`src/npis_pkg.sv`:
```
// Package with shared types and constants for the nearest point index search block.
`default_nettype none

package npis_pkg;

    // Default table depth and coordinate width
    localparam int MAX_POINTS_DEF  = 1024;
    localparam int COORD_WIDTH_DEF = 16;

    // Fixed widths of the result fields
    localparam int INDEX_OUT_W = 10;
    localparam int DIST_OUT_W  = 33;

    // Request operation codes
    typedef enum logic [1:0] {
        OP_CLEAR  = 2'd0,
        OP_APPEND = 2'd1,
        OP_QUERY  = 2'd2
    } op_t;

    // Controller states
    typedef enum logic [1:0] {
        ST_IDLE,
        ST_SCAN,
        ST_DRAIN
    } state_t;

    // Tag that travels with each table read through the distance pipeline
    typedef struct packed {
        logic valid;
        logic last;
    } tag_t;

endpackage

`default_nettype wire

```
`src/npis_dist_pipe.sv`:
```
// Squared distance pipeline: align read data, absolute differences, squares, sum.
`default_nettype none

module npis_dist_pipe
    import npis_pkg::*;
#(
    parameter int CW     = COORD_WIDTH_DEF,
    parameter int IDX_W  = 10,
    parameter int DIST_W = 2 * COORD_WIDTH_DEF + 1
)
(
    input  wire logic              clk,
    input  wire logic              rst_n,
    input  wire tag_t              issue_tag,
    input  wire logic [IDX_W-1:0]  issue_idx,
    input  wire logic [2*CW-1:0]   rd_data,
    input  wire logic [CW-1:0]     query_x,
    input  wire logic [CW-1:0]     query_y,
    output tag_t                   out_tag,
    output logic      [IDX_W-1:0]  out_idx,
    output logic      [DIST_W-1:0] out_dist
);

    tag_t              tag0_reg, tag1_reg, tag2_reg, tag3_reg;
    logic [IDX_W-1:0]  idx0_reg, idx1_reg, idx2_reg, idx3_reg;
    logic [CW-1:0]     store_x, store_y;
    logic [CW-1:0]     dx_next, dy_next, dx_reg, dy_reg;
    logic [2*CW-1:0]   sqx_reg, sqy_reg;
    logic [2*CW:0]     sum_full;
    logic [DIST_W-1:0] dist_reg;

    // Advance the tags alongside the data
    always_ff @(posedge clk or negedge rst_n)
    begin
        if (!rst_n)
        begin
            tag0_reg <= '0;
            tag1_reg <= '0;
            tag2_reg <= '0;
            tag3_reg <= '0;
        end
        else
        begin
            tag0_reg <= issue_tag;
            tag1_reg <= tag0_reg;
            tag2_reg <= tag1_reg;
            tag3_reg <= tag2_reg;
        end
    end

    // Take the absolute coordinate differences
    assign store_x = rd_data[CW-1:0];
    assign store_y = rd_data[2*CW-1:CW];
    assign dx_next = (query_x >= store_x) ? (query_x - store_x) : (store_x - query_x);
    assign dy_next = (query_y >= store_y) ? (query_y - store_y) : (store_y - query_y);

    // Add the squares; the sum wraps at the distance width
    assign sum_full = {1'b0, sqx_reg} + {1'b0, sqy_reg};

    // Payload stages
    always_ff @(posedge clk)
    begin
        idx0_reg <= issue_idx;
        idx1_reg <= idx0_reg;
        dx_reg   <= dx_next;
        dy_reg   <= dy_next;
        idx2_reg <= idx1_reg;
        sqx_reg  <= (2*CW)'(dx_reg) * (2*CW)'(dx_reg);
        sqy_reg  <= (2*CW)'(dy_reg) * (2*CW)'(dy_reg);
        idx3_reg <= idx2_reg;
        dist_reg <= sum_full[DIST_W-1:0];
    end

    assign out_tag  = tag3_reg;
    assign out_idx  = idx3_reg;
    assign out_dist = dist_reg;

endmodule

`default_nettype wire
```
`config.mk`:
```
export PLATFORM = sky130hd
export DESIGN_NAME = npis_dist_pipe
export DESIGN_NICKNAME = d
export VERILOG_FILES = /design/src/npis_pkg.sv /design/src/npis_dist_pipe.sv
export SDC_FILE = /design/constraint.sdc
export NUM_CORES = 1
export LEC_CHECK = 0
export BUFFER_PORTS_ARGS = -buffer_cell sky130_fd_sc_hd__buf_4
export CORE_UTILIZATION = 35
export DETAILED_ROUTE_END_ITERATION = 8
export SYNTH_ARGS = -nofsm -noshare
export SYNTH_HDL_FRONTEND = slang
export SYNTH_SLANG_ARGS = --single-unit
```
`constraint.sdc`:
```
create_clock -name clk -period 8.3 [get_ports clk]
set_clock_uncertainty 0.1 [all_clocks]
set_input_delay 0.83 -clock clk [delete_from_list [all_inputs] [get_ports clk]]
set_output_delay 0.83 -clock clk [all_outputs]
set_load 0.005 [all_outputs]
```
==> results of run 1 <==
==> cell usage after synthesis (3+ instances only) <==
| cell type | instances | area share (%) |
|---|---|---|
| o21bai_1 | 21 | 0.70 |
| a311o_1 | 3 | 0.13 |
| nand4_1 | 12 | 0.33 |
| fa_1 | 328 | 29 |
| clkbuf_1 | 62 | 1.0 |
| a2111oi_0 | 4 | 0.16 |
| a41oi_1 | 3 | 0.12 |
| xor2_1 | 48 | 1.9 |
| o21ai_0 | 62 | 1.4 |
| o31ai_1 | 12 | 0.40 |
| and2_1 | 91 | 2.5 |
| a2111oi_2 | 3 | 0.20 |
| o21a_1 | 20 | 0.67 |
| a21o_1 | 52 | 1.7 |
| xnor2_1 | 75 | 2.9 |
| inv_1 | 575 | 9.6 |
| a31oi_1 | 13 | 0.36 |
| nor4_1 | 3 | 0.083 |
| mux2i_1 | 14 | 0.62 |
| o21ai_1 | 3 | 0.067 |
| nor3_1 | 21 | 0.47 |
| buf_2 | 9 | 0.20 |
| nand2b_1 | 12 | 0.33 |
| nor2_1 | 84 | 1.4 |
| nand3_1 | 21 | 0.47 |
| o211ai_1 | 10 | 0.33 |
| a21oi_1 | 122 | 2.7 |
| and3_1 | 16 | 0.44 |
| dfxtp_1 | 167 | 15 |
| nand3b_1 | 3 | 0.10 |
| nand2_1 | 200 | 3.3 |
| ha_1 | 293 | 16 |
| a31o_2 | 7 | 0.27 |
| a211o_1 | 5 | 0.19 |
| nor2b_1 | 25 | 0.69 |
| dfrtp_1 | 8 | 0.89 |
| or2_2 | 7 | 0.19 |
| or3_1 | 6 | 0.17 |
| a221oi_1 | 5 | 0.19 |
| a211oi_1 | 21 | 0.70 |
==> routing by layer <==
layer / track usage, % / share of wire (%)
met5: 0 / 0.024
met2: 25.98 / 47
met3: 3.020 / 5.5
met1: 21.53 / 46
met4: 4.258 / 1.5
==> path summary, 6_finish.rpt <==
check | start | end | slack (ns) | depth (start not counted)
hold reg to reg | idx0_reg[2] | idx1_reg[2] | 0.23 | 0
max in group asynchronous | rst_n | out_tag[0] | 7.93 | 1
setup reg to reg | dx_reg[3] | sqx_reg[26] | 1.53 | 21
setup / recovery | dx_reg[3] | sqx_reg[26] | 1.53 | 21
min in group clk | idx0_reg[2] | idx1_reg[2] | 0.23 | 0
hold / removal | rst_n | tag0_reg[0] | 0.05 | 1
==> layout by cell type, fill, tap and decap left out, types with 14 or more instances in the layout <==
cell,netlist,routed
inv_1,575,575
fa_1,328,328
ha_1,293,293
nand2_1,200,200
dfxtp_1,167,167
buf_4,1,123
a21oi_1,122,122
and2_1,91,91
nor2_1,84,84
xnor2_1,75,75
o21ai_0,62,62
a21o_1,52,52
xor2_1,48,48
nor2b_1,25,25
nand3_1,21,21
a211oi_1,21,21
o21bai_1,21,21
nor3_1,21,21
o21a_1,20,20
clkbuf_16,0,17
and3_1,16,16
mux2i_1,14,14
==> critical path, delay by kind of cell, from the launching register on <==
family          cells  cell delay [ns]
fa+ha+maj           7             3.10
compound gates      6             1.62
flops               1             0.70
buf+inv             4             0.41
simple gates        2             0.38
xor+xnor            2             0.33
==> cell families after synthesis <==
logic type               count (synthesis)  share of synthesized area (%)
multiplexers                            16                         0.7227
AO/OA/AOI/OAI                          394                          11.65
flip-flops                             175                          15.74
adder cells (fa/ha/maj)                621                          45.47
buffers and inverters                  647                          10.86
AND/OR/NAND/NOR                        506                          10.77
XOR/XNOR                               123                          4.787
==> final cells by class <==
| class | count | area share [%] |
|---|---|---|
| Multi-Input combinational cell | 1660 | 66.56 |
| Antenna cell | 4 | 0.04033 |
| Sequential cell | 175 | 14.28 |
| Timing Repair Buffer | 123 | 3.721 |
| Inverter | 575 | 8.697 |
| Clock inverter | 14 | 0.6655 |
| Tap cell | 846 | 4.265 |
| Clock buffer | 18 | 1.770 |
==> through the flow <==
stage / hold slack [ns] / std cells
6_report: 0.04997 / 3415
3_3_place_gp: 0.2100 / 3379
4_1_cts: 0.007461 / 3411
3_5_place_dp: 0.2121 / 3379
2_1_floorplan: 0.2096 / 2482
5_1_grt: 0.02333 / 3411
==> impl_metrics.ini, run 1 <==
[synthesis]
synth.distinct_cells = 70
synthArstFlopShare_pct = 4.571
yosysSeqAreaShare_pct = 15.74
syn_avg_cell_area_um2 = 9.067
synth_warnings = 0
synthFlopType = dfxtp_1
ys_seq_elements = 175
syn-num-nets = 3181
syn_inst = 2482
synth.cell_area_um2 = 22510
synth_edf_count = 0

[clocking]
cts-buffers-inserted = 17
cts-htree-levels = 4
root_buffer = clkbuf_16
clock_path_buffers = 2
cts_setup_buffers = 0
cts_resized = 0
hold_buffers = 0
cts.sinks = 175
cts_tree = done
clkTransAtPathRegs_ns = 0.08
clkLatencyLatePin_ns = 0.48

[drt]
routed_wl_mm = 49.53
drt_iter0_markers = 1045
ant_nets = 0
remaining_drc_errors = 0
vias_per_cell = 4.827
firstDrtPassIters = 5
vias = 16485
wl_per_cell_um = 14.50

[floorplan]
ios = 123
core_um2 = 63310
rows = 92
die_w_um = 255.6
die_area_um2 = 65320
die_y_um = 255.6
start_util_pct = 35.55

[sta]
layout_setup_ws_ns = 1.527
fmax_mhz = 147.7
rsz0062_at_grt = no
period_needed_ns = 6.773
slew_viol_final = 0
slew_headroom_pct = 20.11
finalSetupViolCount = 0
finalSetupTns_ns = 0
worst_pin_slew_ns = 1.198
final-hold-violation-count = 0
final.period_utilization_pct = 81.60

[setup_path]
required_ns = 8.57
cpPeakStageDelay_ns = 0.70
cp_max_fo = 13
crit_path_start_kind = flop
crit_top_cell = fa_1
path_cells = inv_1 -> nor2_1 -> ha_1 -> xor2_1 -> fa_1 -> inv_1 -> fa_1 -> fa_1 -> fa_1 -> inv_1 -> fa_1 -> inv_1 -> ha_1 -> a2111oi_0 -> o21ai_0 -> a32oi_1 -> o21ai_1 -> a211oi_1 -> nor3_1 -> a211o_1 -> xor2_1
worstPathArrival_ns = 7.04
end_kind = flop
critPathSlowestCell = dfxtp_1
critPathKind = reg -> reg

[layout]
areaGrowthSynthToFinish_pct = 10.27
largest_reg_flops = 33
final_nets = 3251
multi_input_area_um2 = 16520
fillers = 6387
seq_area_um2 = 3543
final_area_um2 = 24820
drive_gt1_share_pct = 7.329
post-route-util_pct = 39.20

[global_routing]
grt_max_degree = 27
antenna_found_initial = 3
grt_overflow = 0
first_global_vias = 17269
grt_pass1_wl_mm = 84.41
grtUsageTotal_pct = 15.93

[place]
dpl_worst_slack_ns = 1.609
dp_hpwl_mm = 41.93
post_dp_cell_area_um2 = 24200
gp_congestion = 0.9153
io_buffers = 122

[job]
cap_viol_max_count = 0

[worst_hold_path]
hold_class = in -> async

[outcome]
run_status = completed
Power of run 1 is left out: the tool's default activity adds up to more than one toggle a clock period on the data nets, which glitch-free logic cannot reach.
==> run 2, diff against run 1 <==
--- a/config.mk
+++ b/config.mk
@@ -5,6 +5,7 @@
 export SDC_FILE = /design/constraint.sdc
 export NUM_CORES = 1
 export LEC_CHECK = 0
+export ABC_AREA = 1
 export BUFFER_PORTS_ARGS = -buffer_cell sky130_fd_sc_hd__buf_4
 export CORE_UTILIZATION = 35
 export DETAILED_ROUTE_END_ITERATION = 8
==> constraint.sdc (replaced) <==
create_clock -name clk -period 5.7 [get_ports clk]
set_clock_uncertainty 0.1 [all_clocks]
set_input_delay 0.57 -clock clk [delete_from_list [all_inputs] [get_ports clk]]
set_output_delay 0.57 -clock clk [all_outputs]
set_load 0.005 [all_outputs]
==> run 2 against run 1 <==
Effect of this change: maximum frequency up 25%; worst setup slack lost 1.2 ns; global-route usage rose by 0.83 points; hold slack improved by 0.046 ns; non-clock buffer count increased by 38; synthesized cell count up 49%; die area rose by 15%; utilization is essentially flat; final cell count grew 39%; sequential share of layout area shrank 1.8 points; final area up 15%; routed wire length rose by 21%; critical path type unchanged; largest cell class unchanged.
==> impl_metrics.ini, run 2 <==
[global_routing]
grt_pass1_wl_mm = 101.7
grtUsageTotal_pct = 16.76
antenna_found_initial = 2
grt_max_degree = 24
grt_overflow = 0
first_global_vias = 20945

[clocking]
clkLatencyLatePin_ns = 0.49
cts_tree = done
cts.sinks = 175
cts_setup_buffers = 0
clock_path_buffers = 2
clkTransAtPathRegs_ns = 0.07
cts-buffers-inserted = 17
cts-htree-levels = 4
root_buffer = clkbuf_16

[drt]
wl_per_cell_um = 12.58
routed_wl_mm = 59.88
drt_iter0_markers = 1104
met3WireLength_mm = 2.278
vias_per_cell = 4.419
wl_met1_mm = 29.44
wl_met2_mm = 27.28
highest_layer = met4
ant_nets = 0
firstDrtPassIters = 5
remaining_drc_errors = 0
vias = 21030

[setup_path]
endpoint = sqx_reg[21]
r2r_start = dx_reg[3]
worstPathArrival_ns = 5.70
reg2reg_slack_ns = 0.30
critPathKind = reg -> reg
r2r_end = sqx_reg[21]
reg2regPathDepth = 22
critPathBufInv = 7
cp_num_cells = 22
critPathSlowestCell = fa_1
cp_max_fo = 10
crit_top_cell = inv_1
cp_top_family = adder cells
required_ns = 6.00
end_kind = flop
cpPeakStageDelay_ns = 0.54
crit_path_start_kind = flop
path_cells = nand2_1 -> inv_1 -> fa_1 -> inv_1 -> fa_1 -> inv_1 -> fa_1 -> inv_1 -> fa_1 -> inv_1 -> fa_1 -> inv_1 -> fa_1 -> inv_1 -> ha_1 -> nand2_1 -> nor2_2 -> nand3_1 -> nand3_2 -> nand2_1 -> nand2_1 -> xor2_1
critPathLaunch = dx_reg[3]

[synthesis]
ys_seq_elements = 175
synthTopCellsByCount = nand2_1 (1146), inv_1 (1038), fa_1 (328)
syn_inst = 3686
synth_edf_count = 0
synth_area_leaders = fa_1 (25%), nand2_1 (17%), inv_1 (15%)
synthArstFlopShare_pct = 4.571
netlist.area_leader.share_pct = 25.45
syn_avg_cell_area_um2 = 6.999
synth.distinct_cells = 35
yosysSeqAreaShare_pct = 13.74
synth.cell_area_um2 = 25800
syn-num-nets = 4385
synth.most_common_cell = nand2_1
synthFlopType = dfxtp_1
yosysTopAreaCell = fa_1
synth_warnings = 0

[floorplan]
ios = 123
die_area_um2 = 74800
start_util_pct = 35.36
core_um2 = 72960
die_y_um = 273.5
die_w_um = 273.5
rows = 99

[sta]
slew_headroom_pct = 71.27
fmax_mhz = 185.2
final.period_utilization_pct = 94.75
period_needed_ns = 5.400
final-hold-violation-count = 0
rsz0062_at_grt = yes
slew_viol_final = 0
finalSetupTns_ns = 0
worst_pin_slew_ns = 0.4294
finalSetupViolCount = 0

[place]
dp_hpwl_mm = 52.83
io_buffers = 122
gp_congestion = 0.9094

[layout]
final_cell_mix = nand2_1 (1145), inv_1 (1038), fa_1 (328), ha_1 (293), buf_4 (159)
final_nets = 4485
largest_reg_flops = 33
areaGrowthSynthToFinish_pct = 10.86
mostFrequentLayoutCell = nand2_1
drive_gt1_share_pct = 7.186

[job]
cap_viol_max_count = 0

[worst_hold_path]
hold_class = in -> reg

[outcome]
run_status = completed
==> run 2: cell types whose count changed in the layout (fill, tap and decap cells not counted), sizes merged, moves of 37 or more <==
cell,before,now
buf,123,160
xnor2,75,24
a21o,52,0
nand2,200,1154
and2,91,7
inv,582,1050
o21ai,67,21
nor2,84,163
nand3,21,158
==> run 2: cell type report <==
class | instances | area (um^2)
fillers | 7752 | 44360
multi-input cells | 2387 | 18070
inverters | 1044 | 3919
flip-flops and latches | 175 | 3572
repair buffers | 161 | 1215
well taps | 959 | 1200
clock buffers | 19 | 442.9
clock inverters | 13 | 172.7
diodes | 1 | 2.502
==> run 2: timing repair <==
| action | CTS | global route |
|---|---|---|
| hold buffers | 1 | 0 |
| setup endpoints to repair | 0 | 40 |
| endpoints found under the hold margin | 8 | 0 |
| resized for setup | 0 | 48 |
==> run 2: worst min path at each step <==
stage                     slack [ns]     endpoint         start  cells past startpoint
after detailed placement        0.21  idx2_reg[5]   idx1_reg[5]                      0
after CTS                       0.04  idx0_reg[3]  issue_idx[3]                      1
after global routing            0.06  idx0_reg[3]  issue_idx[3]                      1
after global placement          0.21  idx2_reg[1]   idx1_reg[1]                      0
after floorplan                 0.17   out_tag[0]         rst_n                      0
final                            0.1  idx0_reg[3]  issue_idx[3]                      1
==> run 2: kinds of logic after synthesis <==
kind of cell	Yosys count	share of synthesized area, %
buffers and inverters	1124	16.54
AOI/OAI and AO/OA	146	3.148
and+or+nand+nor	1525	23.69
xor gates and xnor gates	95	3.225
adders and majority gates	621	39.66
DFF	175	13.74
==> run 2: per-layer routing <==
layer | track usage (%) | up-vias
li1 | - | 10850
met1 | 23.24 | 9801
met2 | 27.50 | 324
met3 | 2.140 | 55
met4 | 4.058 | 0
met5 | 0 | -
==> run 2: through the flow <==
stage	setup slack [ns]	area (um^2)	cells	util, %	hold WS, ns
after floorplan	0.4239	25800	3686	-	0.1744
after global routing	-0.04260	28600	4758	39.20	0.06417
after global placement	0.05361	27850	4725	38.17	0.2100
after detailed placement	0.07490	27850	4725	38.17	0.2121
final	0.2995	28600	4759	39.20	0.09614
after CTS	0.03626	28480	4758	39.03	0.04308
Power of run 2 is left out for the same reason.
